## config.mk

```make
export PLATFORM = sky130hd
export DESIGN_NAME = wraparound_aware_moving_average
export DESIGN_NICKNAME = d
export VERILOG_FILES = /design/src/wama_pkg.sv /design/src/wama_cell.sv /design/src/wama_div.sv /design/src/wraparound_aware_moving_average.sv
export VERILOG_INCLUDE_DIRS = /design/src /design/src/src
export SDC_FILE = /design/constraint.sdc
export NUM_CORES = 1
export LEC_CHECK = 0
export ABC_AREA = 0
export BUFFER_PORTS_ARGS = -buffer_cell sky130_fd_sc_hd__buf_4
export CAP_MARGIN = 10
export CORE_MARGIN = 2
export CORE_UTILIZATION = 57
export CTS_CLUSTER_DIAMETER = 150
export DETAILED_ROUTE_END_ITERATION = 8
export GPL_ROUTABILITY_DRIVEN = 1
export PLACE_DENSITY = 0.8
export SLEW_MARGIN = 20
export SYNTH_ARGS = -nofsm -noshare
export SYNTH_HDL_FRONTEND = slang
export SYNTH_SLANG_ARGS = --single-unit
```

## constraint.sdc

```tcl
create_clock -name clk -period 4.2 [get_ports clk]
set_input_delay 0.84 -clock clk [delete_from_list [all_inputs] [get_ports clk]]
set_output_delay 0.84 -clock clk [all_outputs]
set_load 0.05 [all_outputs]
```

## src/wraparound_aware_moving_average_defines.svh

```systemverilog
// Assertion macros shared by the wrap-aware moving average RTL.
`ifndef WRAPAROUND_AWARE_MOVING_AVERAGE_DEFINES_SVH
`define WRAPAROUND_AWARE_MOVING_AVERAGE_DEFINES_SVH

// Same-cycle implication, disabled during reset.
`define WAMA_ASSERT_NOW(label, clk, rst_n, ante, cons) \
    label: assert property (@(posedge clk) disable iff (!rst_n) (ante) |-> (cons)) \
        else $error("wama assertion failed");

// Next-cycle implication, disabled during reset.
`define WAMA_ASSERT_NEXT(label, clk, rst_n, ante, cons) \
    label: assert property (@(posedge clk) disable iff (!rst_n) (ante) |=> (cons)) \
        else $error("wama assertion failed");

`endif

```

## src/wama_pkg.sv

```systemverilog
// Shared types and constants for the wrap-aware moving average.
package wama_pkg;

    localparam int SAMPLE_W      = 12;
    localparam int FOLD_W        = 13;
    localparam int QUOT_W        = 13;
    localparam int FILL_W        = 4;
    localparam int DEFAULT_DEPTH = 8;

    localparam logic [SAMPLE_W-1:0] FULL_SCALE = 12'd4095;
    localparam logic [SAMPLE_W-1:0] HALF_SCALE = 12'd2048;
    localparam logic [FOLD_W-1:0]   RANGE_SPAN = 13'd4096;

    // Request modes; the unused code behaves as a query
    localparam logic [1:0] MODE_PUSH  = 2'd0;
    localparam logic [1:0] MODE_QUERY = 2'd1;
    localparam logic [1:0] MODE_CLEAR = 2'd2;

    typedef struct packed {
        logic [1:0]          mode;
        logic [SAMPLE_W-1:0] sample;
    } in_req_t;

    typedef struct packed {
        logic [SAMPLE_W-1:0] average;
        logic [FILL_W-1:0]   fill_count;
        logic                wrapped;
    } out_req_t;

    // Control broadcast to every cell of the chain
    typedef struct packed {
        logic shift;
        logic clear;
    } cell_ctrl_t;

endpackage

```

## src/wama_cell.sv

```systemverilog
// One window cell: holds a sample and its valid flag, passes both to its neighbor.
module wama_cell
    import wama_pkg::*;
(
    input  logic                clk,
    input  logic                rst_n,
    input  cell_ctrl_t          ctrl,
    input  logic [SAMPLE_W-1:0] data_in,
    input  logic                valid_in,
    output logic [SAMPLE_W-1:0] data_out,
    output logic                valid_out
);

    logic [SAMPLE_W-1:0] data_reg;
    logic                valid_reg;

    // Valid flag: cleared by reset or clear, shifted otherwise
    always_ff @(posedge clk or negedge rst_n)
    begin
        if (!rst_n)
        begin
            valid_reg <= 1'b0;
        end
        else if (ctrl.clear)
        begin
            valid_reg <= 1'b0;
        end
        else if (ctrl.shift)
        begin
            valid_reg <= valid_in;
        end
    end

    // Sample data, meaningful only while valid
    always_ff @(posedge clk)
    begin
        if (ctrl.shift)
        begin
            data_reg <= data_in;
        end
    end

    assign data_out  = data_reg;
    assign valid_out = valid_reg;

endmodule

```

## src/wama_div.sv

```systemverilog
// Shift-subtract divider, one quotient bit per cycle, quotient below 2**QUOT_W.
module wama_div
    import wama_pkg::*;
#(
    parameter int DIVIDEND_W = 17,
    parameter int DIVISOR_W  = 4
)
(
    input  logic                  clk,
    input  logic                  rst_n,
    input  logic                  start,
    input  logic [DIVIDEND_W-1:0] dividend,
    input  logic [DIVISOR_W-1:0]  divisor,
    output logic                  done,
    output logic [QUOT_W-1:0]     quotient
);

    localparam int CMP_W  = (DIVIDEND_W > DIVISOR_W + QUOT_W) ? DIVIDEND_W
                                                               : DIVISOR_W + QUOT_W;
    localparam int STEP_W = $clog2(QUOT_W);
    localparam logic [STEP_W-1:0] LAST_STEP = STEP_W'(QUOT_W - 1);

    logic              busy_reg;
    logic              done_reg;
    logic [STEP_W-1:0] step_reg;
    logic [CMP_W-1:0]  rem_reg;
    logic [CMP_W-1:0]  dsh_reg;
    logic [QUOT_W-1:0] q_reg;
    logic              fits;

    assign fits = (rem_reg >= dsh_reg);

    // Control: busy while stepping through the quotient bits, then a one-cycle done
    always_ff @(posedge clk or negedge rst_n)
    begin
        if (!rst_n)
        begin
            busy_reg <= 1'b0;
            done_reg <= 1'b0;
            step_reg <= '0;
        end
        else
        begin
            done_reg <= 1'b0;
            if (start)
            begin
                busy_reg <= 1'b1;
                step_reg <= '0;
            end
            else if (busy_reg)
            begin
                step_reg <= step_reg + 1'b1;
                if (step_reg == LAST_STEP)
                begin
                    busy_reg <= 1'b0;
                    done_reg <= 1'b1;
                end
            end
        end
    end

    // Datapath: compare against the shifted divisor, subtract on fit
    always_ff @(posedge clk)
    begin
        if (start)
        begin
            rem_reg <= CMP_W'(dividend);
            dsh_reg <= CMP_W'(divisor) << (QUOT_W - 1);
            q_reg   <= '0;
        end
        else if (busy_reg)
        begin
            if (fits)
            begin
                rem_reg <= rem_reg - dsh_reg;
            end
            dsh_reg <= dsh_reg >> 1;
            q_reg   <= {q_reg[QUOT_W-2:0], fits};
        end
    end

    assign done     = done_reg;
    assign quotient = q_reg;

endmodule

```

## src/wraparound_aware_moving_average.sv

```systemverilog
// Wrap-aware moving average of 12-bit position samples: a chain of sample cells,
// a scan that finds min, max and the folded sum, and a shift-subtract divider.
// Each request passes the scan, fold, divide and done states before its result is
// offered, and skips the divider when the window is empty. The rotation of the cell
// chain walks every held sample past the scan logic once, followed by the 13-step
// divider. A new request is taken only once the previous one has been handed to
// the result register; a finished result may wait there while the next request
// is accepted.
module wraparound_aware_moving_average
    import wama_pkg::*;
#(
    parameter int WINDOW_DEPTH = DEFAULT_DEPTH
)
(
    input  logic     clk,
    input  logic     rst_n,
    input  logic     req_valid,
    output logic     req_ready,
    input  in_req_t  req_data,
    output logic     rsp_valid,
    input  logic     rsp_ready,
    output out_req_t rsp_data
);

`include "wraparound_aware_moving_average_defines.svh"

    localparam int CNT_W  = $clog2(WINDOW_DEPTH + 1);
    localparam int SUM_W  = $clog2(WINDOW_DEPTH * 8191 + 1);
    localparam int SCAN_W = $clog2(WINDOW_DEPTH);
    localparam logic [CNT_W-1:0]  DEPTH_CNT = CNT_W'(WINDOW_DEPTH);
    localparam logic [SCAN_W-1:0] LAST_SCAN = SCAN_W'(WINDOW_DEPTH - 1);

    localparam logic [2:0] ST_IDLE = 3'd0;
    localparam logic [2:0] ST_SCAN = 3'd1;
    localparam logic [2:0] ST_FOLD = 3'd2;
    localparam logic [2:0] ST_DIV  = 3'd3;
    localparam logic [2:0] ST_DONE = 3'd4;

    logic [2:0]          state_reg, state_next;
    logic [CNT_W-1:0]    held_count_reg;
    logic [SUM_W-1:0]    running_sum_reg;
    logic [SCAN_W-1:0]   scan_reg;
    logic [SAMPLE_W-1:0] lo_reg, hi_reg;
    logic [SUM_W-1:0]    acc_reg;
    logic                wrapped_reg;
    logic [SAMPLE_W-1:0] avg_reg;
    logic                rsp_valid_reg;
    out_req_t            rsp_data_reg;

    logic                accept;
    logic                is_push, is_clear, full;
    cell_ctrl_t          ctrl;
    logic [SAMPLE_W-1:0] head_data;
    logic                head_valid;
    logic [SAMPLE_W-1:0] cell_data  [WINDOW_DEPTH];
    logic                cell_valid [WINDOW_DEPTH];
    logic [SAMPLE_W-1:0] tail_data;
    logic                tail_valid;
    logic [FOLD_W-1:0]   tail_fold;
    logic [SAMPLE_W-1:0] spread;
    logic                span_wrap;
    logic                div_start;
    logic [SUM_W-1:0]    div_dividend;
    logic                div_done;
    logic [QUOT_W-1:0]   div_quot;
    logic                rsp_free;

    assign accept    = req_valid && req_ready;
    assign req_ready = (state_reg == ST_IDLE);
    assign is_push   = (req_data.mode == MODE_PUSH);
    assign is_clear  = (req_data.mode == MODE_CLEAR);
    assign full      = (held_count_reg == DEPTH_CNT);
    assign rsp_free  = !rsp_valid_reg || rsp_ready;

    assign tail_data  = cell_data[WINDOW_DEPTH-1];
    assign tail_valid = cell_valid[WINDOW_DEPTH-1];
    assign tail_fold  = (tail_data < HALF_SCALE) ? (FOLD_W'(tail_data) + RANGE_SPAN)
                                                 : FOLD_W'(tail_data);

    // Chain control: a push shifts a new sample in, the scan rotates the ring
    assign ctrl.shift = (accept && is_push) || (state_reg == ST_SCAN);
    assign ctrl.clear = accept && is_clear;
    assign head_data  = (state_reg == ST_SCAN) ? tail_data  : req_data.sample;
    assign head_valid = (state_reg == ST_SCAN) ? tail_valid : 1'b1;

    // Row of sample cells
    for (genvar i = 0; i < WINDOW_DEPTH; i++)
    begin : g_cell
        wama_cell u_cell (
            .clk       (clk),
            .rst_n     (rst_n),
            .ctrl      (ctrl),
            .data_in   ((i == 0) ? head_data  : cell_data[(i == 0) ? 0 : i - 1]),
            .valid_in  ((i == 0) ? head_valid : cell_valid[(i == 0) ? 0 : i - 1]),
            .data_out  (cell_data[i]),
            .valid_out (cell_valid[i])
        );
    end

    // Wrap decision from the scanned extremes
    assign spread       = hi_reg - lo_reg;
    assign span_wrap    = (hi_reg >= lo_reg) && (spread > HALF_SCALE);
    assign div_start    = (state_reg == ST_FOLD) && (held_count_reg != '0);
    assign div_dividend = span_wrap ? acc_reg : running_sum_reg;

    wama_div #(
        .DIVIDEND_W (SUM_W),
        .DIVISOR_W  (CNT_W)
    ) u_div (
        .clk      (clk),
        .rst_n    (rst_n),
        .start    (div_start),
        .dividend (div_dividend),
        .divisor  (held_count_reg),
        .done     (div_done),
        .quotient (div_quot)
    );

    // Sequencer
    always_comb
    begin
        state_next = state_reg;
        unique case (state_reg)
            ST_IDLE: if (accept) state_next = ST_SCAN;
            ST_SCAN: if (scan_reg == LAST_SCAN) state_next = ST_FOLD;
            ST_FOLD: state_next = (held_count_reg == '0) ? ST_DONE : ST_DIV;
            ST_DIV:  if (div_done) state_next = ST_DONE;
            ST_DONE: if (rsp_free) state_next = ST_IDLE;
            default: state_next = ST_IDLE;
        endcase
    end

    // Control state: sequencer, fill count, running sum, result valid
    always_ff @(posedge clk or negedge rst_n)
    begin
        if (!rst_n)
        begin
            state_reg       <= ST_IDLE;
            held_count_reg  <= '0;
            running_sum_reg <= '0;
            rsp_valid_reg   <= 1'b0;
        end
        else
        begin
            state_reg <= state_next;
            if (accept && is_clear)
            begin
                held_count_reg  <= '0;
                running_sum_reg <= '0;
            end
            else if (accept && is_push)
            begin
                if (full)
                begin
                    running_sum_reg <= running_sum_reg - SUM_W'(tail_data)
                                       + SUM_W'(req_data.sample);
                end
                else
                begin
                    held_count_reg  <= held_count_reg + 1'b1;
                    running_sum_reg <= running_sum_reg + SUM_W'(req_data.sample);
                end
            end
            if ((state_reg == ST_DONE) && rsp_free)
            begin
                rsp_valid_reg <= 1'b1;
            end
            else if (rsp_ready)
            begin
                rsp_valid_reg <= 1'b0;
            end
        end
    end

    // Scan accumulators and result payload
    always_ff @(posedge clk)
    begin
        if (accept)
        begin
            scan_reg <= '0;
            lo_reg   <= FULL_SCALE;
            hi_reg   <= '0;
            acc_reg  <= '0;
        end
        else if (state_reg == ST_SCAN)
        begin
            scan_reg <= scan_reg + 1'b1;
            if (tail_valid)
            begin
                if (tail_data < lo_reg) lo_reg <= tail_data;
                if (tail_data > hi_reg) hi_reg <= tail_data;
                acc_reg <= acc_reg + SUM_W'(tail_fold);
            end
        end
        if (state_reg == ST_FOLD)
        begin
            wrapped_reg <= (held_count_reg != '0) && span_wrap;
            avg_reg     <= '0;
        end
        if ((state_reg == ST_DIV) && div_done)
        begin
            avg_reg <= div_quot[SAMPLE_W-1:0];
        end
        if ((state_reg == ST_DONE) && rsp_free)
        begin
            rsp_data_reg.average    <= avg_reg;
            rsp_data_reg.fill_count <= FILL_W'(held_count_reg);
            rsp_data_reg.wrapped    <= wrapped_reg;
        end
    end

    assign rsp_valid = rsp_valid_reg;
    assign rsp_data  = rsp_data_reg;

    // Checks
    `WAMA_ASSERT_NOW(a_count_bound, clk, rst_n, 1'b1, held_count_reg <= DEPTH_CNT)
    `WAMA_ASSERT_NOW(a_empty_sum, clk, rst_n, held_count_reg == '0, running_sum_reg == '0)
    `WAMA_ASSERT_NEXT(a_full_stays, clk, rst_n, accept && is_push && full, full)
    `WAMA_ASSERT_NOW(a_wrap_nonempty, clk, rst_n, (state_reg == ST_DONE) && wrapped_reg,
        held_count_reg != '0)

endmodule

```

---- Yosys cells after proc, flatten, opt, wreduce, memory -nomap -nowiden ----
Index checks and enable logic that the tools add are counted.
W data, S select, Z words.
storage, ports and cells
  flip-flop bits (word level) ............. 252
  latch bits .............................. 0
  memory bits (writable) .................. 0
  memory bits (read-only) ................. 0
  bits of input ports ..................... 18
  output and inout bits ................... 19
  memories kept ........................... 0
operators by class
  add/subtract/negate cells ............... 10
  multiply operators ...................... 0
  divide/modulo/power cells ............... 0
  magnitude comparators ................... 6
  eq/ne operators ......................... 13
  shift operators ......................... 0
  mux-type cells .......................... 49
  bitwise operators ....................... 0
  reductions and logical operators ........ 28
operators by type and width
  cell                      number
  $mux W16                  9
  $mux W12                  3
  $add A16 B12 Y16          2
  $mux W1                   25
  $mux W4                   5
  $ge A17 B16 Y1            1
  $sub A17 B16 Y17          1
  $add A16 B13 Y16          1
  $sub A16 B12 Y16          1
  $mux W3                   5
  $pmux W3 S5               1
  $add A12 B13 Y13 const B  1
  $mux W13                  1
  $ge A12 B12 Y1            1
  $gt A12 B12 Y1            1
  $gt A12 B12 Y1 const B    1
  $lt A12 B12 Y1            1
  $lt A12 B12 Y1 const B    1
  $reduce_bool A2 Y1        6
  $sub A12 B12 Y12          1
  $add A4 B1 Y4 const B     2
  $eq A4 B4 Y1 const B      2
  $logic_and A1 B1 Y1       8
  $ne A2 B1 Y1 const B      4
  15 further kinds          22

---- Depth between registers and ports, before layout ----
  depth in word-level cells ............... 6
  gate-level depth with buffers ........... 13
  mapped depth without buffers ............ 13

---- Cells and area by module ----
From an unflattened synthesis, not the netlist that was laid out.
unflattened totals
  cells, all modules ...................... 1238
  area total of the unflattened synthesis .. 13365.3 um^2
by module, submodules not included
  module                           instances  cells an instance  area each (um^2)
  wraparound_aware_moving_average  1          821                7315.8
  wama_cell                        8          15                 399.1
  wama_div                         1          297                2856.5

---- Worst setup path before layout ----
Ideal clock, no wire load.
  path type ............................... register -> register
  start point ............................. reg state_reg[1]
  end point ............................... reg g_cell[1].u_cell.valid_reg
  data arrival time ....................... 5.583 ns
  data required time ...................... 4.124 ns
  path slack .............................. -1.459 ns
  stages on the path, launching flop included .. 8
  cell sequence ........................... dfrtp_1 clkbuf_1 nor3_1 nand2_1 or3_1 nand2b_1 clkbuf_1 a22o_1
RTL lines
  what                      RTL line                                source
  start: declaration        wraparound_aware_moving_average.sv:39   logic [2:0] state_reg, state_next;
  start signal: assignment  wraparound_aware_moving_average.sv:145  state_reg <= state_next;
  end signal: assignment    wama_cell.sv:30                         valid_reg <= valid_in;
  end: declaration          wama_cell.sv:15                         logic valid_reg;

---- Worst setup path after layout ----
  start point ............................. reg running_sum_reg[1]
  end point ............................... reg running_sum_reg[14]
between the ends
  cells in the longest elaborated chain, start to end .. 5
ends and longest elaborated chain
  what                      RTL line                                source
  start: declaration        wraparound_aware_moving_average.sv:41   logic [SUM_W-1:0] running_sum_reg;
  start signal: assignment  wraparound_aware_moving_average.sv:155  running_sum_reg <= running_sum_reg - SUM_W'(tail_data)
  start signal: assignment  wraparound_aware_moving_average.sv:161  running_sum_reg <= running_sum_reg + SUM_W'(req_data.sample);
  $sub A16 B12 Y16          wraparound_aware_moving_average.sv:155
  $add A16 B12 Y16          wraparound_aware_moving_average.sv:156  + SUM_W'(req_data.sample);
  $mux W16 (*)              wraparound_aware_moving_average.sv:153  if (full)
  $mux W16 (*)              wraparound_aware_moving_average.sv:151  else if (accept && is_push)
  $mux W16 (*)              wraparound_aware_moving_average.sv:146  if (accept && is_clear)
Every way passes the cells marked *; elsewhere a longest branch is shown, timed or not. The select of a mux whose other input is x is not followed.
A chain may end at the register's enable or synchronous reset.

==> impl_metrics.csv <==
group,metric,value,unit
sta,slew_headroom,0.316,
synthesis,ys.flop_type,"edfxtp_1",
worst_setup_path,end_kind,"flip-flop",
synthesis,synth.avg_cell_area,10.6,um2
die,io_pins,37,
route,antenna_left,0,
clocking,cts-htree-levels,1,
placement,gp_congestion,0.928,
worst_setup_path,worst_setup_path_start_kind,"flip-flop",
synthesis,syn_nets,1402,
worst_setup_path,arrival,3960,ps
route,vias_per_cell,5.83,
sta,timing.final.crit_share,0.843,
worst_setup_path,crit_type,"reg -> reg",
synthesis,ys_ff_latch,252,
clocking,clk_latency,540,ps
clocking,holdBufCountCts,0,
synthesis,seq_area_frac_synth,0.499,
clocking,numClockSinks,252,
die,rows,56,
synthesis,synth.area.top_cells,"edfxtp_1 33%, dfxtp_1 10%, ha_1 9.3%",
power,p_leak,0.00645,uW
synthesis,syn_inst,1269,
route,wl_met3,1860,um
clocking,cts_root_buf,"clkbuf_16",
route,drtPass1Iterations,5,
synthesis,synth_area_leader_cell,"edfxtp_1",
clocking,post_cts_buffers,0,
sta,clock_skew,27.1,ps
placement,placed_cells,1604,
synthesis,async_flop_share,0.151,
route,top_layer_used,"met4",
grt,grt_pass1_vias,9350,
sta,slew_violations,0,
synthesis,synth.most_common_cell,"edfxtp_1",
layout,nNetsFinal,1446,
sta,grt_setup_unrepaired,"no",
outcome,status,"complete, no violations",
layout,area_delta_synth_final,11.1,%
worst_setup_path,crit_chain,"inv_1 > fa_1 > inv_1 > fa_1 > a21oi_1 > o211ai_1 > or4_1 > a41oi_1 > o21ai_0 > a21oi_1 > xor2_1 > o311ai_0",
layout,drive_gt1_frac,0.0923,
sta,finalHoldViolations,0,
sta,setup_tns,0,ps
clocking,clk_pin_slew_worst_paths,60,ps
layout,largest_register_ffs,96,
clocking,cts_resized,0,
synthesis,ys_warn_count,0,
route,finalWirelength,29400,um
placement,portBuffers,36,
route,initialDrtViolationCount,720,
layout,final_cells,1652,
route,wl_met1,12800,um
synthesis,synth_cell_types,73,
worst_setup_path,worstPathRequired,4620,ps
route,vias,9637,
sta,fmax,282,MHz
route,route.met2.wl,13800,um
synthesis,synthTopCellsByCount,"146 x edfxtp_1, 112 x inv_1, 100 x ha_1",
power,cellPowerDensity,909,mW/mm2
route,drc_errors,0,
sta,fin_crit,3540,ps
sta,tightest_slew,1020,ps
grt,grt_pass1_wl,47000,um
die,core_area,0.0233,mm2
grt,grt_max_degree,49,
clocking,cts.path.max_buffers,3,
route,routedWlPerCell,17.8,um
power,ir_drop,0.000536,V
synthesis,synth_edf_count,146,
die,initial_core_util,0.577,
clocking,cts_buffers,26,
synthesis,synth_area,0.0134,mm2
synthesis,yosysTopAreaCellShare,0.327,
sta,setup_viol,0,
die,die_h,157,um
layout,num_antenna_cells,0,
grt,grtUsageTotal,0.240,
layout,fillers,1847,
worst_setup_path,slowest_delay,510,ps
grt,globalRouteOverflowTotal,0,
power,p_total,13600,uW
job,max_cap_violations,0,
worst_setup_path,slowest_stage,"fa_1",
worst_setup_path,crit_path_max_fanout,4,
die,dieArea,0.0248,mm2
min_path,hold_path_class,"in -> async",
placement,placedInstanceArea,0.0141,mm2
die,die_w,157,um
grt,grt_antenna_before_repair,0,
layout,utilization,0.641,
placement,hpwl,20900,um
layout,final_area,0.0149,mm2
clocking,cts_tree,"yes",
worst_setup_path,worst-r2r-cell-count,12,
==> where the power goes <==
part	switching [uW]	total, uW	internal [uW]	leakage [uW]
Sequential	694	4840	4140	0.00244
Clock	962	2200	1240	0.000406
Combinational	3880	6520	2640	0.00360
Total	5530	13600	8020	0.00645
==> cell families after synthesis <==
kind of cell               share of synthesized area
adders and majority gates                      0.116
xor gates and xnor gates                      0.0281
muxes                                         0.0371
and+or+nand+nor                                0.129
AOI/OAI and AO/OA                              0.144
buffers and inverters                         0.0470
DFF                                            0.499
==> layout make-up <==
type                            count  area (um2)  area share
Multi-Input combinational cell    862        6120       0.410
Timing Repair Buffer               59         455      0.0305
Inverter                          112         420      0.0282
Clock buffer                       34         732      0.0491
Clock inverter                     14        92.6     0.00621
Tap cell                          319         399      0.0268
Sequential cell                   252        6700       0.449
==> metrics by stage <==
| stage | worst slack (ps) | hold slack, ps |
|---|---|---|
| 2_1_floorplan | 85.1 | 400 |
| 3_3_place_gp | 241 | 401 |
| 3_5_place_dp | 192 | 405 |
| 4_1_cts | 637 | 294 |
| 5_1_grt | 380 | 330 |
| 6_report | 659 | 277 |
==> per-layer routing <==
metal  global-route usage  up-vias
met5                    0        -
met4               0.0771        0
met3               0.0284       65
met2                0.409      309
met1                0.323     4581
li1                     -     4682
==> path summary, 6_finish.rpt <==
| path | from | end | slack, ps |
|---|---|---|---|
| worst max-delay path | running_sum_reg[1] | running_sum_reg[14] | 660 |
| worst min-delay path | rst_n | g_cell[7].u_cell.valid_out | 280 |
| worst max register to register | running_sum_reg[1] | running_sum_reg[14] | 660 |
| worst min register to register | g_cell[2].u_cell.data_out[9] | g_cell[3].u_cell.data_out[9] | 410 |
| max in group asynchronous | rst_n | running_sum_reg[5] | 3540 |
| min in group clk | g_cell[2].u_cell.data_out[9] | g_cell[3].u_cell.data_out[9] | 410 |
==> cells in the final DEF (no fill, tap or decap), types with 12 or more instances in the layout <==
master     Yosys  final
dfxtp_1       68     68
o21ai_0       85     84
a21oi_1       70     70
edfxtp_1     146    146
nand3_1       36     36
ha_1         100    100
o211ai_1      16     16
a21o_1        26     26
xor2_1        16     16
nand4_1       19     19
xnor2_1       27     27
nand2b_1      13     12
nand2_1       86     86
dfrtp_1       38     38
fa_1          15     15
mux2i_1       46     46
and2_1        18     18
nor2_1        91     91
o22ai_1       13     13
nor3_1        35     35
buf_4          1     58
clkbuf_16      0     27
inv_1        112    112
==> worst max-delay path: cells and delay by family, from the launching register on <==
family | cells | cell delay (ps)
AO/OA/AOI/OAI | 6 | 1290
XOR/XNOR | 1 | 80
adder cells (fa/ha/maj) | 2 | 970
buffers and inverters | 2 | 170
flip-flops | 1 | 470
AND/OR/NAND/NOR | 1 | 440
Note: power is estimated with default switching activity, not from simulation.
